$ cat src/auto_task_mode_sequencer_defines.svh
// Assertion macros shared by the mode sequencer RTL.
// Self-contained; included by the files that carry assertions.
`ifndef AUTO_TASK_MODE_SEQUENCER_DEFINES_SVH
`define AUTO_TASK_MODE_SEQUENCER_DEFINES_SVH

// same-cycle implication, disabled during reset
`define ATMS_ASSERT_NOW(lbl, clk, rstn, ante, cons) \
    lbl: assert property (@(posedge clk) disable iff (!(rstn)) (ante) |-> (cons)) \
        else $error("same-cycle check failed");

// next-cycle implication, disabled during reset
`define ATMS_ASSERT_NEXT(lbl, clk, rstn, ante, cons) \
    lbl: assert property (@(posedge clk) disable iff (!(rstn)) (ante) |=> (cons)) \
        else $error("next-cycle check failed");

`endif

$ cat src/atms_pkg.sv
// Types and codes for the auto task mode sequencer.
// No dependencies.
`default_nettype none

package atms_pkg;

    typedef enum logic [2:0] {
        FUNC_TICK       = 3'd0,
        FUNC_PAUSE      = 3'd1,
        FUNC_RESUME     = 3'd2,
        FUNC_STOP       = 3'd3,
        FUNC_RESTART    = 3'd4,
        FUNC_RESET      = 3'd5,
        FUNC_PM_START   = 3'd6,
        FUNC_PM_STOP    = 3'd7
    } func_t;

    typedef enum logic [2:0] {
        MODE_MOVING   = 3'd0,
        MODE_PAUSING  = 3'd1,
        MODE_PAUSED   = 3'd2,
        MODE_RESUMING = 3'd3,
        MODE_STOPPING = 3'd4,
        MODE_STOPPED  = 3'd5
    } mode_t;

    typedef enum logic [2:0] {
        TS_RUNNING  = 3'd0,
        TS_PAUSING  = 3'd1,
        TS_PAUSED   = 3'd2,
        TS_STOPPING = 3'd3,
        TS_STOPPED  = 3'd4
    } tstat_t;

    typedef enum logic [1:0] {
        TCALL_NONE   = 2'd0,
        TCALL_PAUSE  = 2'd1,
        TCALL_STOP   = 2'd2,
        TCALL_RESUME = 2'd3
    } tcall_t;

    typedef enum logic [2:0] {
        CCALL_NONE      = 3'd0,
        CCALL_PAUSE_REC = 3'd1,
        CCALL_RESUME_REC = 3'd2,
        CCALL_ACTIVATE  = 3'd3,
        CCALL_STOP      = 3'd4,
        CCALL_INIT      = 3'd5,
        CCALL_PM_START  = 3'd6,
        CCALL_PM_STOP   = 3'd7
    } ccall_t;

    typedef enum logic [1:0] {
        SIG_NONE    = 2'd0,
        SIG_PAUSED  = 2'd1,
        SIG_RESUMED = 2'd2,
        SIG_STOPPED = 2'd3
    } sig_t;

    // owner encoding
    localparam logic OWNER_TASK     = 1'b0;
    localparam logic OWNER_RECOVERY = 1'b1;

endpackage

`default_nettype wire

$ cat src/auto_task_mode_sequencer.sv
// Auto task mode sequencer: one-item-per-cycle command decoder (while results are taken) and mode state.
// Depends on atms_pkg and auto_task_mode_sequencer_defines.svh.
//
// Usage:
//   Input channel (s_valid/s_ready) carries one command word per item:
//   func plus the task and recovery controller status and ack flags.
//   Result channel (m_valid/m_ready) returns one word per command: ok,
//   step strobes, task and controller calls, stop_now, signal_out and the
//   run mode and owner after the command.
//   A word lands in the input register on acceptance, then decodes into
//   the result register once that register is free. Throughput is one
//   word per cycle while m_ready takes the results; the decode is a
//   single pass of small logic over the mode state.
//   Mode, owner and task-present flags update when a word moves from the
//   input register to the result register.
//   Reset (aresetn low, synchronous) empties both registers and returns to
//   no task, stopped mode, task owner.
//   When m_ready is low, the result holds; the input register still takes
//   one more word, then s_ready drops until the result is taken.
`default_nettype none

`include "auto_task_mode_sequencer_defines.svh"

module auto_task_mode_sequencer (
    input  wire logic       aclk,
    input  wire logic       aresetn,
    input  wire logic       s_valid,
    output logic            s_ready,
    input  wire logic [2:0] s_func,
    input  wire logic [2:0] s_task_status,
    input  wire logic       s_task_ack,
    input  wire logic       s_ctrl_ack,
    input  wire logic       s_ctrl_stopped,
    input  wire logic       s_ctrl_recover_over,
    input  wire logic       s_ctrl_recover_paused,
    input  wire logic       s_immediate_stop,
    output logic            m_valid,
    input  wire logic       m_ready,
    output logic            m_ok,
    output logic            m_task_step,
    output logic            m_ctrl_step,
    output logic [1:0]      m_task_call,
    output logic [2:0]      m_ctrl_call,
    output logic            m_stop_now,
    output logic [1:0]      m_signal_out,
    output logic [2:0]      m_mode_out,
    output logic            m_owner_out
);

    // input register
    logic                 in_valid_reg;
    atms_pkg::func_t      in_func_reg;
    atms_pkg::tstat_t     in_ts_reg;
    logic                 in_task_ack_reg;
    logic                 in_ctrl_ack_reg;
    logic                 in_c_stop_reg;
    logic                 in_c_over_reg;
    logic                 in_c_pau_reg;
    logic                 in_imm_reg;

    // mode state
    logic                 present_reg, present_next;
    atms_pkg::mode_t      mode_reg, mode_next;
    logic                 owner_reg, owner_next;

    // result register
    logic                 m_valid_reg;
    logic                 ok_reg, ok_next;
    logic                 task_step_reg, task_step_next;
    logic                 ctrl_step_reg, ctrl_step_next;
    atms_pkg::tcall_t     task_call_reg, task_call_next;
    atms_pkg::ccall_t     ctrl_call_reg, ctrl_call_next;
    logic                 stop_now_reg, stop_now_next;
    atms_pkg::sig_t       signal_reg, signal_next;

    logic out_free;
    logic adv;

    assign out_free = !m_valid_reg || m_ready;
    assign adv      = in_valid_reg && out_free;
    assign s_ready  = !in_valid_reg || adv;

    always_comb begin
        present_next   = present_reg;
        mode_next      = mode_reg;
        owner_next     = owner_reg;
        ok_next        = 1'b0;
        task_step_next = 1'b0;
        ctrl_step_next = 1'b0;
        task_call_next = atms_pkg::TCALL_NONE;
        ctrl_call_next = atms_pkg::CCALL_NONE;
        stop_now_next  = 1'b0;
        signal_next    = atms_pkg::SIG_NONE;

        unique case (in_func_reg)
            atms_pkg::FUNC_TICK: begin
                if (present_reg && owner_reg == atms_pkg::OWNER_RECOVERY) begin
                    priority case (mode_reg)
                        atms_pkg::MODE_MOVING: begin
                            ctrl_step_next = 1'b1;
                            if (in_c_stop_reg) begin
                                signal_next = atms_pkg::SIG_STOPPED;
                                mode_next   = atms_pkg::MODE_STOPPED;
                            end else if (in_c_over_reg) begin
                                task_call_next = atms_pkg::TCALL_RESUME;
                                if (in_task_ack_reg) begin
                                    owner_next = atms_pkg::OWNER_TASK;
                                    mode_next  = atms_pkg::MODE_RESUMING;
                                end
                            end
                        end
                        atms_pkg::MODE_PAUSING: begin
                            ctrl_step_next = 1'b1;
                            if (in_c_pau_reg) begin
                                signal_next = atms_pkg::SIG_PAUSED;
                                mode_next   = atms_pkg::MODE_PAUSED;
                            end
                        end
                        atms_pkg::MODE_STOPPING: begin
                            ctrl_step_next = 1'b1;
                            if (in_c_stop_reg) begin
                                signal_next = atms_pkg::SIG_STOPPED;
                                mode_next   = atms_pkg::MODE_STOPPED;
                                owner_next  = atms_pkg::OWNER_TASK;
                            end
                        end
                        default: begin
                        end
                    endcase
                end else if (present_reg) begin
                    priority case (mode_reg)
                        atms_pkg::MODE_MOVING: begin
                            task_step_next = 1'b1;
                            if (in_ts_reg == atms_pkg::TS_PAUSING ||
                                in_ts_reg == atms_pkg::TS_PAUSED) begin
                                mode_next = atms_pkg::MODE_PAUSING;
                            end else if (in_ts_reg == atms_pkg::TS_STOPPING ||
                                         in_ts_reg == atms_pkg::TS_STOPPED) begin
                                mode_next = atms_pkg::MODE_STOPPING;
                            end
                        end
                        atms_pkg::MODE_PAUSING: begin
                            task_step_next = 1'b1;
                            if (in_ts_reg == atms_pkg::TS_PAUSED) begin
                                signal_next    = atms_pkg::SIG_PAUSED;
                                ctrl_call_next = atms_pkg::CCALL_INIT;
                                mode_next      = atms_pkg::MODE_PAUSED;
                            end else if (in_ts_reg == atms_pkg::TS_STOPPING ||
                                         in_ts_reg == atms_pkg::TS_STOPPED) begin
                                mode_next = atms_pkg::MODE_STOPPING;
                            end else if (in_ts_reg == atms_pkg::TS_RUNNING) begin
                                mode_next = atms_pkg::MODE_RESUMING;
                            end
                        end
                        atms_pkg::MODE_PAUSED: begin
                            ctrl_step_next = 1'b1;
                        end
                        atms_pkg::MODE_RESUMING: begin
                            task_step_next = 1'b1;
                            if (in_ts_reg == atms_pkg::TS_RUNNING) begin
                                signal_next = atms_pkg::SIG_RESUMED;
                                mode_next   = atms_pkg::MODE_MOVING;
                            end else if (in_ts_reg == atms_pkg::TS_STOPPING ||
                                         in_ts_reg == atms_pkg::TS_STOPPED) begin
                                signal_next = atms_pkg::SIG_RESUMED;
                                mode_next   = atms_pkg::MODE_STOPPING;
                            end else if (in_ts_reg == atms_pkg::TS_PAUSING ||
                                         in_ts_reg == atms_pkg::TS_PAUSED) begin
                                mode_next = atms_pkg::MODE_PAUSING;
                            end
                        end
                        atms_pkg::MODE_STOPPING: begin
                            task_step_next = 1'b1;
                            if (in_ts_reg == atms_pkg::TS_STOPPED) begin
                                signal_next = atms_pkg::SIG_STOPPED;
                                mode_next   = atms_pkg::MODE_STOPPED;
                            end
                        end
                        default: begin
                        end
                    endcase
                end
            end

            atms_pkg::FUNC_PAUSE: begin
                if (present_reg && owner_reg == atms_pkg::OWNER_RECOVERY) begin
                    if (mode_reg == atms_pkg::MODE_PAUSED ||
                        mode_reg == atms_pkg::MODE_PAUSING) begin
                        ok_next = 1'b1;
                    end else if (mode_reg == atms_pkg::MODE_MOVING) begin
                        ctrl_call_next = atms_pkg::CCALL_PAUSE_REC;
                        ok_next        = in_ctrl_ack_reg;
                        if (in_ctrl_ack_reg) begin
                            mode_next = atms_pkg::MODE_PAUSING;
                        end
                    end
                end else if (present_reg) begin
                    if (mode_reg == atms_pkg::MODE_MOVING ||
                        mode_reg == atms_pkg::MODE_RESUMING) begin
                        task_call_next = atms_pkg::TCALL_PAUSE;
                        ok_next        = in_task_ack_reg;
                        if (in_task_ack_reg) begin
                            mode_next = atms_pkg::MODE_PAUSING;
                        end
                    end else if (mode_reg == atms_pkg::MODE_PAUSING ||
                                 mode_reg == atms_pkg::MODE_PAUSED) begin
                        ok_next = 1'b1;
                    end
                end
            end

            atms_pkg::FUNC_RESUME: begin
                if (present_reg && owner_reg == atms_pkg::OWNER_RECOVERY) begin
                    if (mode_reg == atms_pkg::MODE_MOVING) begin
                        ok_next = 1'b1;
                    end else if (mode_reg == atms_pkg::MODE_PAUSED) begin
                        ctrl_call_next = atms_pkg::CCALL_RESUME_REC;
                        ok_next        = in_ctrl_ack_reg;
                        if (in_ctrl_ack_reg) begin
                            mode_next   = atms_pkg::MODE_MOVING;
                            signal_next = atms_pkg::SIG_RESUMED;
                        end
                    end
                end else if (present_reg) begin
                    if (mode_reg == atms_pkg::MODE_PAUSED) begin
                        // hand over to the recovery controller
                        ctrl_call_next = atms_pkg::CCALL_ACTIVATE;
                        ok_next        = in_ctrl_ack_reg;
                        if (in_ctrl_ack_reg) begin
                            owner_next  = atms_pkg::OWNER_RECOVERY;
                            mode_next   = atms_pkg::MODE_MOVING;
                            signal_next = atms_pkg::SIG_RESUMED;
                        end
                    end else if (mode_reg == atms_pkg::MODE_RESUMING) begin
                        ok_next = 1'b1;
                    end
                end
            end

            atms_pkg::FUNC_STOP: begin
                if (present_reg && owner_reg == atms_pkg::OWNER_RECOVERY) begin
                    if (mode_reg == atms_pkg::MODE_STOPPING) begin
                        ok_next = 1'b1;
                    end else if (mode_reg == atms_pkg::MODE_MOVING ||
                                 mode_reg == atms_pkg::MODE_PAUSING ||
                                 mode_reg == atms_pkg::MODE_PAUSED) begin
                        ctrl_call_next = atms_pkg::CCALL_STOP;
                        stop_now_next  = in_imm_reg;
                        ok_next        = in_ctrl_ack_reg;
                        if (in_ctrl_ack_reg) begin
                            mode_next = atms_pkg::MODE_STOPPING;
                        end
                    end
                end else if (present_reg) begin
                    if (mode_reg == atms_pkg::MODE_MOVING ||
                        mode_reg == atms_pkg::MODE_RESUMING ||
                        mode_reg == atms_pkg::MODE_PAUSING) begin
                        task_call_next = atms_pkg::TCALL_STOP;
                        stop_now_next  = in_imm_reg;
                        ok_next        = in_task_ack_reg;
                        if (in_task_ack_reg) begin
                            mode_next = atms_pkg::MODE_STOPPING;
                        end
                    end else if (mode_reg == atms_pkg::MODE_PAUSED) begin
                        mode_next = atms_pkg::MODE_STOPPED;
                        ok_next   = 1'b1;
                    end else if (mode_reg == atms_pkg::MODE_STOPPING ||
                                 mode_reg == atms_pkg::MODE_STOPPED) begin
                        ok_next = 1'b1;
                    end
                end
            end

            atms_pkg::FUNC_RESTART: begin
                present_next = 1'b1;
                mode_next    = atms_pkg::MODE_MOVING;
                owner_next   = atms_pkg::OWNER_TASK;
                ok_next      = 1'b1;
            end

            atms_pkg::FUNC_RESET: begin
                // owner is left as is
                present_next   = 1'b0;
                mode_next      = atms_pkg::MODE_STOPPED;
                ctrl_call_next = atms_pkg::CCALL_INIT;
            end

            atms_pkg::FUNC_PM_START: begin
                if (mode_reg == atms_pkg::MODE_PAUSED &&
                    owner_reg == atms_pkg::OWNER_TASK) begin
                    ctrl_call_next = atms_pkg::CCALL_PM_START;
                    ok_next        = in_ctrl_ack_reg;
                end
            end

            atms_pkg::FUNC_PM_STOP: begin
                if (mode_reg == atms_pkg::MODE_PAUSED &&
                    owner_reg == atms_pkg::OWNER_TASK) begin
                    ctrl_call_next = atms_pkg::CCALL_PM_STOP;
                    stop_now_next  = in_imm_reg;
                    ok_next        = in_ctrl_ack_reg;
                end
            end
        endcase
    end

    always_ff @(posedge aclk) begin
        if (!aresetn) begin
            in_valid_reg <= 1'b0;
            m_valid_reg  <= 1'b0;
            present_reg  <= 1'b0;
            mode_reg     <= atms_pkg::MODE_STOPPED;
            owner_reg    <= atms_pkg::OWNER_TASK;
        end else begin
            if (s_ready) begin
                in_valid_reg <= s_valid;
            end
            if (out_free) begin
                m_valid_reg <= in_valid_reg;
            end
            if (adv) begin
                present_reg <= present_next;
                mode_reg    <= mode_next;
                owner_reg   <= owner_next;
            end
        end
    end

    // payload registers
    always_ff @(posedge aclk) begin
        if (s_valid && s_ready) begin
            in_func_reg     <= atms_pkg::func_t'(s_func);
            in_ts_reg       <= atms_pkg::tstat_t'(s_task_status);
            in_task_ack_reg <= s_task_ack;
            in_ctrl_ack_reg <= s_ctrl_ack;
            in_c_stop_reg   <= s_ctrl_stopped;
            in_c_over_reg   <= s_ctrl_recover_over;
            in_c_pau_reg    <= s_ctrl_recover_paused;
            in_imm_reg      <= s_immediate_stop;
        end
        if (adv) begin
            ok_reg        <= ok_next;
            task_step_reg <= task_step_next;
            ctrl_step_reg <= ctrl_step_next;
            task_call_reg <= task_call_next;
            ctrl_call_reg <= ctrl_call_next;
            stop_now_reg  <= stop_now_next;
            signal_reg    <= signal_next;
        end
    end

    assign m_valid      = m_valid_reg;
    assign m_ok         = ok_reg;
    assign m_task_step  = task_step_reg;
    assign m_ctrl_step  = ctrl_step_reg;
    assign m_task_call  = task_call_reg;
    assign m_ctrl_call  = ctrl_call_reg;
    assign m_stop_now   = stop_now_reg;
    assign m_signal_out = signal_reg;
    assign m_mode_out   = mode_reg;
    assign m_owner_out  = owner_reg;

    // restart always lands in moving mode with the task in charge
    `ATMS_ASSERT_NEXT(a_restart_state, aclk, aresetn,
        adv && in_func_reg == atms_pkg::FUNC_RESTART,
        present_reg && mode_reg == atms_pkg::MODE_MOVING &&
        owner_reg == atms_pkg::OWNER_TASK && m_valid && m_ok)

    // reset command clears the task and stops
    `ATMS_ASSERT_NEXT(a_reset_state, aclk, aresetn,
        adv && in_func_reg == atms_pkg::FUNC_RESET,
        !present_reg && mode_reg == atms_pkg::MODE_STOPPED &&
        m_ctrl_call == atms_pkg::CCALL_INIT && !m_ok)

    // state moves only with a word
    `ATMS_ASSERT_NEXT(a_state_hold, aclk, aresetn,
        !adv,
        $stable(present_reg) && $stable(mode_reg) && $stable(owner_reg))

    // a call to the task never comes with a task step
    `ATMS_ASSERT_NOW(a_call_no_step, aclk, aresetn,
        m_valid && m_task_call != atms_pkg::TCALL_NONE,
        !m_task_step)

endmodule

`default_nettype wire

$ cat config.mk
export PLATFORM = sky130hd
export DESIGN_NAME = auto_task_mode_sequencer
export DESIGN_NICKNAME = d
export VERILOG_FILES = /design/src/atms_pkg.sv /design/src/auto_task_mode_sequencer.sv
export VERILOG_INCLUDE_DIRS = /design/src /design/src/src
export SDC_FILE = /design/constraint.sdc
export NUM_CORES = 1
export LEC_CHECK = 0
export BUFFER_PORTS_ARGS = -buffer_cell sky130_fd_sc_hd__buf_4
export CORE_MARGIN = 8
export CORE_UTILIZATION = 50
export DETAILED_ROUTE_END_ITERATION = 8
export PLACE_DENSITY = 0.78
export SLEW_MARGIN = 25
export SYNTH_ARGS = -nofsm -noshare
export SYNTH_HDL_FRONTEND = slang
export SYNTH_SLANG_ARGS = --single-unit
$ cat constraint.sdc
create_clock -name aclk -period 2.4 [get_ports aclk]
set_clock_uncertainty 0.1 [all_clocks]
set_input_delay 0.12 -clock aclk [delete_from_list [all_inputs] [get_ports aclk]]
set_output_delay 0.12 -clock aclk [all_outputs]
set_load 0.05 [all_outputs]
==> reports/qor.txt <==
Antenna Violating Nets Remaining: 0
register area share after synthesis: 43.37%
# clock sinks: 30
CP max stage delay: 0.52 ns
top-area cell type share of the netlist area: 36.05%
initial DRC count: 203
vias in the first global route: 1933
Ys Warns: 0
DIE AREA: 6068 um^2
Synth Area per Inst: 9.079 um^2
arrival time worst endpoint: 2.36 ns
peak supply drop: 0.3470 mV
DR vias/cell: 6.081
Top Ports: 33
CP Data Required Time: 2.47 ns
Die H: 77.90 um
postcts setup bufs: 0
CP delay by family, top: simple AND/OR/NAND/NOR gates
Async S/R FF share, synth: 0%
Synth area leader: edfxtp_1
commonest cells in the netlist: edfxtp_1 (23), nor2_1 (22), nand2_1 (19), o21ai_0 (13), a21oi_1 (12)
largest net degree at the start of global routing: 17
CP Capture Type: flop
total CTS buffers: 5
final core utilization: 69.79%
fill count: 293
Routed WL: 5610 um
status: finished clean
Post-Layout Cell Count: 321
Primary FF master, synth: edfxtp_1
row cnt: 22
GP Congestion: 0.9178
Unique masters post-synth: 61
level count of the clock H-tree: 2
total negative setup slack: 0 ns
synthesized cell area: 1916 um^2
EDFF count, synth: 23
register bit total from synthesis: 30
worst skew pair latency: 0.28 ns
Tcrit/Tclk final: 95.31%
first-pass GRT wire length: 9197 um
initial core utilization: 52.32%
CP max FO: 5
Final Slew Violations: 0
initial antenna violation count: 0
CTS tree: built
Finish-stage setup viols: 0
Clock Pin Slew Worst Setup and Hold Paths: 0.06 ns
CP Buf/Inv Count: 0
root buffer cell: clkbuf_8
clock tree buffer depth: 2
crit-path cells: maj3_2 -> o221ai_2 -> o41ai_1 -> or4_4 -> or3_4 -> a21o_1
Net Count, Synth: 227
Cells after Synth: 211
placed cells: 299
GRT Total Usage: 18.64%
Area Growth Syn to Fin: 33.38%
post-layout min period: 2.287 ns
fmax: 0.4372 GHz
core box area: 3661 um^2
vias: 1952
LEAKAGE: 1.007 nW
Port Buffer Count: 32
Hold WC Path Type: in2reg
top cells by area, synth: edfxtp_1 (36%), dfxtp_1 (7.3%), nor2_1 (4.3%)
final hold slack: 0.05134 ns
crit path max-delay cell type: or4_4
Routed wire per std cell: 17.48 um
MaxCap Viol Count: 0
crit path launch type: flop
Die W: 77.90 um
Final Hold Violating Endpoints: 0
grt ovf: 0
ANT cells: 0
measured slew at the worst slew-check pin: 0.5275 ns
layout cells sized above 1: 30.04%
pwr/cell area: 500.9 nW/um^2
DPL Wire Length: 4089 um
Power, Total: 1.280 mW
Detailed Routing Iterations Pass 1: 5
number of remaining DRC errors: 0
max_slew headroom: 64.83%
top-count cell post-synth: edfxtp_1
crit path kind: reg2reg
RSZ-0062 raised after global routing: no
NumNets Final: 288
[kinds of logic (layout without fill, tap and decap cells)]
kind of cell / after synthesis / count (layout) / synth area share (%)
AOI/OAI and AO/OA: 64 / 64 / 23.84
and+or+nand+nor: 89 / 89 / 24.23
DFF: 30 / 30 / 43.37
adders and majority gates: 1 / 1 / 0.5878
muxes: 1 / 1 / 0.5226
buffers and inverters: 25 / 87 / 6.989
xor gates and xnor gates: 1 / 1 / 0.4573
[power breakdown]
group          internal (mW)  leakage, nW  total (mW)  switching, mW
Combinational         0.0959        0.677       0.220          0.124
Clock                  0.268       0.0506       0.456          0.188
Sequential             0.584        0.279       0.604         0.0200
Total                  0.948         1.01        1.28          0.332
[final timing paths]
kind / slack (ns) / depth (start not counted) / from / end
setup / recovery: 0.11 / 6 / in_func_reg[0]$_DFFE_PP_ / m_mode_out[0]$_SDFFE_PN1P_
hold / removal: 0.05 / 4 / m_ready / m_valid$_SDFFE_PN0P_
setup reg to reg: 0.11 / 6 / in_func_reg[0]$_DFFE_PP_ / m_mode_out[0]$_SDFFE_PN1P_
hold reg to reg: 0.42 / 2 / in_valid_reg$_SDFFE_PN0N_ / m_valid$_SDFFE_PN0P_
[stage by stage]
| stage | area (um^2) | worst slack, ns |
|---|---|---|
| after floorplan | 1923 | 0.01613 |
| after global placement | 2303 | 0.1599 |
| after detailed placement | 2303 | 0.1175 |
| after CTS | 2545 | 0.06187 |
| after global routing | 2555 | 0.04338 |
| final | 2555 | 0.1125 |
[metal layers]
layer | part of all wire (%) | global-route usage, % | vias to the layer above
li1 | - | - | 919
met1 | 39 | 20.98 | 890
met2 | 49 | 31.16 | 122
met3 | 8.4 | 5.760 | 21
met4 | 3.5 | 9.444 | 0
met5 | 0 | 0 | -
[cells in the final DEF, fill, tap and decap left out, types with 3 or more instances in the layout]
cell,Yosys,final
nor2_1,22,22
a211oi_1,3,3
inv_1,8,8
clkbuf_8,2,5
nor2b_1,9,9
edfxtp_1,23,23
a21oi_1,12,12
nand2b_1,4,3
nor3_1,6,6
o21ai_0,13,13
nor4_1,5,5
buf_4,1,57
a31oi_1,3,3
dfxtp_1,7,4
dlygate4sd3_1,0,14
o211ai_1,3,3
or2_2,3,3
o31ai_1,3,3
nand2_1,19,19
[worst min-delay path, delay by kind of cell]
kind                   cells  cell delay [ns]
AND/OR/NAND/NOR            3             0.19
buffers and inverters      1             0.08
[area by class of cell]
class / count / area (um^2) / share of cell area (%)
clock buffer: 8 / 101.3 / 3.967
inverter: 8 / 30.03 / 1.175
multi-input combinational: 156 / 958.4 / 37.51
sequential: 30 / 837.1 / 32.76
tap: 48 / 60.06 / 2.351
timing repair buffer: 71 / 568.0 / 22.23
[repair_timing]
action,in CTS,in global routing
gates resized for setup,0,3
hold buffers,14,0
hold endpoints to repair,14,0
endpoints found under the setup margin,0,1
(Power assumes the default switching activity.)
